## config.mk

```make
export PLATFORM = sky130hd
export DESIGN_NAME = ipa_ram
export DESIGN_NICKNAME = d
export VERILOG_FILES = /design/src/ipa_ram.sv
export SDC_FILE = /design/constraint.sdc
export NUM_CORES = 1
export LEC_CHECK = 0
export BUFFER_PORTS_ARGS = -buffer_cell sky130_fd_sc_hd__buf_4
export CORE_AREA = 2 2 132 95
export CTS_BUF_LIST = sky130_fd_sc_hd__clkbuf_4
export CTS_CLUSTER_DIAMETER = 200
export DETAILED_ROUTE_END_ITERATION = 12
export DIE_AREA = 0 0 134 97
export GPL_ROUTABILITY_DRIVEN = 0
export PLACE_DENSITY = 0.84
export SLEW_MARGIN = 20
export SYNTH_ARGS = -nofsm -noshare
export SYNTH_HDL_FRONTEND = slang
export SYNTH_SLANG_ARGS = --single-unit
```

## constraint.sdc

```tcl
create_clock -name clock -period 2.3 [get_ports clock]
set_clock_uncertainty 0.15 [all_clocks]
set_input_delay 0.46 -clock clock [delete_from_list [all_inputs] [get_ports clock]]
set_output_delay 0.46 -clock clock [all_outputs]
set_load 0.01 [all_outputs]
```

## src/ipa_ram.sv

```systemverilog
// ----------------------------------------------------------------------------
// ipa_ram
// Generic RAM: one write port, two read ports, registered read data.
// ----------------------------------------------------------------------------
module ipa_ram #(
   parameter int WIDTH = 8,
   parameter int DEPTH = 16,
   localparam int AW = $clog2(DEPTH)
) (
   input  logic             clock,
   input  logic             we,
   input  logic [AW-1:0]    wr_addr,
   input  logic [WIDTH-1:0] wr_data,
   input  logic [AW-1:0]    rd_addr_a,
   output logic [WIDTH-1:0] rd_data_a,
   input  logic [AW-1:0]    rd_addr_b,
   output logic [WIDTH-1:0] rd_data_b
);

   logic [WIDTH-1:0] mem [DEPTH];
   logic [WIDTH-1:0] rd_a_ff;
   logic [WIDTH-1:0] rd_b_ff;

   always_ff @(posedge clock) begin
      if (we) begin
         mem[wr_addr] <= wr_data;
      end
      rd_a_ff <= mem[rd_addr_a];
      rd_b_ff <= mem[rd_addr_b];
   end

   assign rd_data_a = rd_a_ff;
   assign rd_data_b = rd_b_ff;

endmodule
```

-- Word level (Yosys, flattened, before mapping)
Memories as Yosys holds them, arrays and structs flattened. A register that Yosys moved wholly into a read port is not among the register bits.
Cells that the tools add are included.
- register bits after elaboration: 0
- memory bits (writable): 128
- input bits: 22
- output and inout port bits: 16
- word-level logic and storage cells: 3
- memories kept: 1
- memory list (name ; depth ; width ; read ports ; clocked after memory_dff ; wr ports ; RTL line ; RTL):
    mem ; 16 ; 8 ; 2 ; 2 ; 1 ; 20 ; logic [WIDTH-1:0] mem [DEPTH];
- multiplexer cells: 2
- operators by type and width (operator ; count):
    $mux W1 ; 2

-- Logic depth before layout (Yosys ltp)
Gate-level depths: netlist of run 1.
- depth after elaboration: 2
- gate-level depth with buffers: 5

-- Worst setup path after synthesis of run 1
No wires, ideal clock.
- kind: input to register
- start: in wr_addr[2]
- end: mem mem[0][0], enable pin
- setup time: 0.383 ns
- arrival: 1.570 ns
- slack: 0.197 ns
- stages on the path: 2
- cell sequence: or3b_2 nor3_1
- RTL lines (item ; RTL line ; RTL):
    start: declaration ; 12 ; input logic [AW-1:0] wr_addr,
    end: declaration ; 20 ;
Straight into the memory's write port.

-- Worst setup path after layout of run 1
- start: reg rd_b_ff[2], in the netlist rd_data_b[2] (read register of mem)
- end: out rd_data_b[2]
- RTL lines (item ; RTL line ; RTL):
    start: declaration ; 22 ; logic [WIDTH-1:0] rd_b_ff;
    end: declaration ; 17 ; output logic [WIDTH-1:0] rd_data_b
No word-level cell between the ends.

==> results of run 1 <==
-- cell usage after synthesis, types with 2 or more instances --
master	n	area (µm²)
buf_2	6	30.03
mux4_4	2	50.05
nor2_1	14	52.55
buf_4	2	15.01
mux4_2	34	765.7
buf_6	6	67.56
and2b_1	2	15.01
nor2b_1	2	12.51
and2_1	2	12.51
a22oi_1	32	240.2
edfxtp_1	128	3844
mux4_1	28	735.7
nor3_1	4	20.02
dfxtp_1	16	320.3
clkdlybuf4s25_2	6	60.06
nand2_1	17	63.81
nand2b_1	2	12.51
nand3b_1	2	15.01
-- cells by family (layout without fill, tap and decap cells) --
family,after synthesis,after routing,share of synthesized area
multiplexers,64,64,0.2445
buffers and inverters,20,95,0.02721
flip-flops,144,144,0.6562
AO/OA/AOI/OAI,32,32,0.03785
AND/OR/NAND/NOR,47,47,0.03430
-- worst max path at each step --
| stage | end | slack [ns] | depth (start not counted) |
|---|---|---|---|
| after floorplan | mem[0][0]$_DFFE_PP_ | 0.20 | 2 |
| after global placement | rd_data_a[5]$_DFF_P_ | 0.22 | 5 |
| after detailed placement | rd_data_a[1]$_DFF_P_ | 0.22 | 5 |
| after CTS | rd_data_a[5] | 0.59 | 1 |
| after global routing | rd_data_b[2] | 0.56 | 1 |
| final | rd_data_b[2] | 0.64 | 1 |
-- registers in the layout, indices dropped and copies added, names as in the netlist --
register and flops:
mem 128, rd_data_a 8, rd_data_b 8
-- power breakdown --
| part | total, mW | internal (mW) | switching [mW] |
|---|---|---|---|
| sequential | 2.96 | 2.92 | 0.0339 |
| combinational | 0.473 | 0.237 | 0.236 |
| clock | 1.96 | 1.11 | 0.852 |
-- cell type report --
cell class | instances | share of cell area
clock buffer | 20 | 0.02072
timing repair buffer | 63 | 0.07045
tap | 157 | 0.02711
multi-input combinational | 143 | 0.2773
clock inverter | 12 | 0.02970
sequential | 144 | 0.5747
-- routing by layer --
metal | up-vias | wire length [µm] | GRT usage | share of wire
met5 | - | 0 | 0 | 0
met4 | 0 | 177 | 0.06547 | 0.013
met3 | 18 | 1210 | 0.06289 | 0.089
met2 | 172 | 6653 | 0.3464 | 0.49
met1 | 1787 | 5530 | 0.3129 | 0.41
li1 | 1465 | - | - | -
==> flow_summary.json, run 1 <==
{
  "leakage_nw": 2.525,
  "syn2layout_area_growth_pct": 14.18,
  "drt_iter0_drc": 365,
  "die_area_um2": 13000,
  "grt_util_all_layers": 0.2229,
  "synth_seq_cells": 144,
  "finalInstanceArea_um2": 7246,
  "viasPerCell": 6.386,
  "postCtsSetupRepairBufs": 0,
  "slowest_delay_ns": 0.39,
  "cp.required_ns": 1.69,
  "drv_slew": 0,
  "ys_types": 20,
  "ctsRootBufferMaster": "clkbuf_4",
  "place_area_um2": 6880,
  "post_cts_resized": 0,
  "rows": 33,
  "ctsHoldBuffers": 0,
  "clkTransAtPathRegs_ns": 0.13,
  "hold_end": "mem[7][4]$_DFFE_PP_",
  "die_x_um": 134,
  "hold_viol": 0,
  "worst_slack_ns": 0.6443,
  "drive_gt1_frac": 0.3403,
  "seq_area_frac_synth": 0.6562,
  "port_buffers": 37,
  "min_path_cells": 1,
  "clock-sinks": 144,
  "reg2reg_slack_ns": 0.72,
  "status": "completed",
  "min_period_over_period": 0.7199,
  "synth_top_flop_cell": "edfxtp_1",
  "maxCapViolCount": 0,
  "syn_nets": 329,
  "antenna_found_initial": 0,
  "place_hpwl_um": 9130,
  "cp_num_buf_inv": 1,
  "fin_crit_ns": 1.656,
  "pre_cts_ws_ns": 0.2179,
  "ant_nets": 0,
  "cp-end-kind": "output port",
  "report.final.setup_viol": 0,
  "grt_max_degree": 33,
  "crit_arrival_ns": 1.05,
  "n_antenna_cell": 0,
  "core_um2": 11600,
  "layout.cells.non_filler": 539,
  "cp_top_family": "flip-flops",
  "grt_remaining_overflow": 0,
  "max-vdd-ir-drop_uv": 544.4,
  "synth_edf_count": 128,
  "synth_warnings": 0,
  "crit_path_top_delay_cell": "dfxtp_1",
  "post-route-util": 0.6245,
  "fp.dieH_um": 97,
  "dp_cells": 507,
  "start_util": 0.5470,
  "power_mw": 5.393,
  "post-route-drc-count": 0,
  "worstRegToRegCells": 3,
  "seqCellArea_um2": 4164,
  "wl_per_cell_um": 25.18,
  "max_freq_mhz": 604.0,
  "path_cells": "buf_4",
  "syn_inst": 307,
  "cts_tree": "built",
  "num-fill-cells": 796,
  "setup-tns-final_ns": 0,
  "final_nets": 391,
  "cts_buffers": 17,
  "min_from": "wr_data[4]",
  "vias": 3442,
  "syn_area_um2": 6346,
  "min_path_type": "in2reg",
  "hold_slack_ns": 0.07911,
  "rsz0062_at_grt": "false",
  "drt_pass1_iterations": 4,
  "ios": 38,
  "max_slew_margin": 0.6767,
  "cts_max_path_buffers": 2,
  "worstSetupPathType": "reg2out",
  "multi_input_area_um2": 2009,
  "synthArstFlopShare": 0,
  "most-common-layout-cells": "edfxtp_1, buf_4, mux4_2",
  "grt_pass1_vias": 3559,
  "worst_pin_slew_ns": 0.4849,
  "grt_pass1_wl_um": 20440,
  "worstSetupStartpoint": "rd_data_b[2]$_DFF_P_",
  "regToRegStartpoint": "mem[3][7]$_DFFE_PP_",
  "start_kind": "flop",
  "htreeDepth": 4,
  "clk_latency_ns": 0.53,
  "cellPowerDensity_nw_per_um2": 744.3,
  "final_common_cell": "edfxtp_1",
  "r2r_end": "rd_data_b[7]$_DFF_P_",
  "drt_wl_total_um": 13570,
  "crit_fanout": 1,
  "avgSynthCellArea_um2": 20.67
}
Note: power is estimated with default switching activity, not from simulation.
==> inputs of run 2 (changes only) <==
PLACE_DENSITY = 0.87   (was 0.84)
clock period = 1.4 ns   (was 2.3 ns; I/O delays follow)
==> flow_summary.json, run 2 (synthesized netlist as in run 1, its figures left out) <==
{
  "status": "finished with violations",
  "violations": "negative setup slack",
  "drt_wl_total_um": 13920,
  "min_path_type": "in2reg",
  "max_freq_mhz": 642.5,
  "finalInstanceArea_um2": 7605,
  "worst_pin_slew_ns": 1.013,
  "rows": 33,
  "htreeDepth": 4,
  "cts_tree": "built",
  "cts_buffers": 17,
  "clkTransAtPathRegs_ns": 0.12,
  "post-route-drc-count": 0,
  "power_mw": 8.552,
  "grt_max_degree": 17,
  "fp.dieH_um": 97,
  "drive_gt1_frac": 0.5111,
  "report.final.setup_viol": 31,
  "final_common_cell": "edfxtp_1",
  "path_cells": "mux4_4 -> a22oi_2 -> nand2_1",
  "fin_crit_ns": 1.557,
  "drv_slew": 0,
  "drt_iter0_drc": 354,
  "slowest_delay_ns": 0.62,
  "hold_viol": 0,
  "maxCapViolCount": 0,
  "viasPerCell": 6.262,
  "place_area_um2": 7084,
  "largest_reg_flops": 128,
  "grt_pass1_wl_um": 21580,
  "syn2layout_area_growth_pct": 19.83,
  "crit_arrival_ns": 1.84,
  "antenna_found_initial": 0,
  "ctsRootBufferMaster": "clkbuf_4",
  "n_antenna_cell": 0,
  "grt_remaining_overflow": 0,
  "worstSetupPathType": "reg2reg",
  "wl_per_cell_um": 24.76,
  "dp_cells": 522,
  "cellPowerDensity_nw_per_um2": 1125,
  "grt_util_all_layers": 0.2338,
  "max_slew_margin": 0.3236,
  "clock-sinks": 144,
  "clk_latency_ns": 0.54,
  "postCtsSetupRepairBufs": 0,
  "die_x_um": 134,
  "start_kind": "flop",
  "grt_pass1_vias": 3825,
  "place_hpwl_um": 9835,
  "num-fill-cells": 779,
  "core_um2": 11600,
  "max-vdd-ir-drop_uv": 536.2,
  "crit_path_top_delay_cell": "mux4_4",
  "cp.required_ns": 1.69,
  "die_area_um2": 13000,
  "min_period_over_period": 1.112,
  "most-common-layout-cells": "edfxtp_1, mux4_2, buf_4",
  "hold_slack_ns": 0.1486,
  "drt_pass1_iterations": 5,
  "leakage_nw": 2.554,
  "vias": 3519,
  "ios": 38,
  "regMostFlops": "mem",
  "port_buffers": 37,
  "layout.cells.non_filler": 562,
  "rsz0062_at_grt": "true",
  "crit_fanout": 2,
  "cts_max_path_buffers": 2,
  "start_util": 0.5470,
  "cp-end-kind": "flop",
  "ant_nets": 0,
  "worst_slack_ns": -0.1565,
  "final_nets": 414
}
## run 2: final timing paths
path	startpoint	slack (ns)	depth (start not counted)	end
hold / removal	wr_addr[1]	0.15	4	mem[0][5]$_DFFE_PP_
hold reg to reg	mem[14][7]$_DFFE_PP_	0.56	3	rd_data_a[7]$_DFF_P_
setup / recovery	mem[0][0]$_DFFE_PP_	-0.16	3	rd_data_a[0]$_DFF_P_
setup reg to reg	mem[0][0]$_DFFE_PP_	-0.16	3	rd_data_a[0]$_DFF_P_
## run 2: area by class of cell
type,instances,area (µm²),area share
well taps,157,196.4,0.02583
multi-input cells,143,2024,0.2662
clock buffers,18,135.1,0.01777
clock inverters,14,165.2,0.02172
flip-flops and latches,144,4183,0.5500
repair buffers,86,900.9,0.1185
## run 2: power by group
part / switching, mW / internal, mW
clock: 1.47 / 1.25
combinational: 0.438 / 0.514
sequential: 0.0643 / 4.81
## run 2: metal layers
metal,track usage,share of wire,vias up
met1,0.3133,0.37,1803
met4,0.07365,0.021,0
met2,0.3751,0.51,206
li1,-,-,1486
met5,0,0,-
met3,0.06761,0.096,24
## run 2: through the flow
| stage | TNS [ns] | util | worst slack (ns) |
|---|---|---|---|
| finish | -1.219 | 0.6555 | -0.1565 |
| global route | -3.110 | 0.6555 | -0.1856 |
| CTS | -1.861 | 0.6551 | -0.1628 |
| detailed placement | -25.20 | 0.6106 | -0.3856 |
| global placement | -21.96 | 0.6106 | -0.4069 |
| floorplan | -3.352 | - | -0.1631 |
## run 2: critical path, delay by kind of cell (launching register included)
| kind | cells | cell delay (ns) |
|---|---|---|
| simple gates | 1 | 0.09 |
| flops | 1 | 0.41 |
| compound gates | 1 | 0.18 |
| mux | 1 | 0.62 |
## run 2: timing repair
| action | CTS | global route |
|---|---|---|
| setup endpoints to repair | 32 | 32 |
| hold endpoints to repair | 128 | 0 |
| resized for setup | 42 | 3 |
| hold buffers | 8 | 0 |
| pin swaps | 6 | 1 |
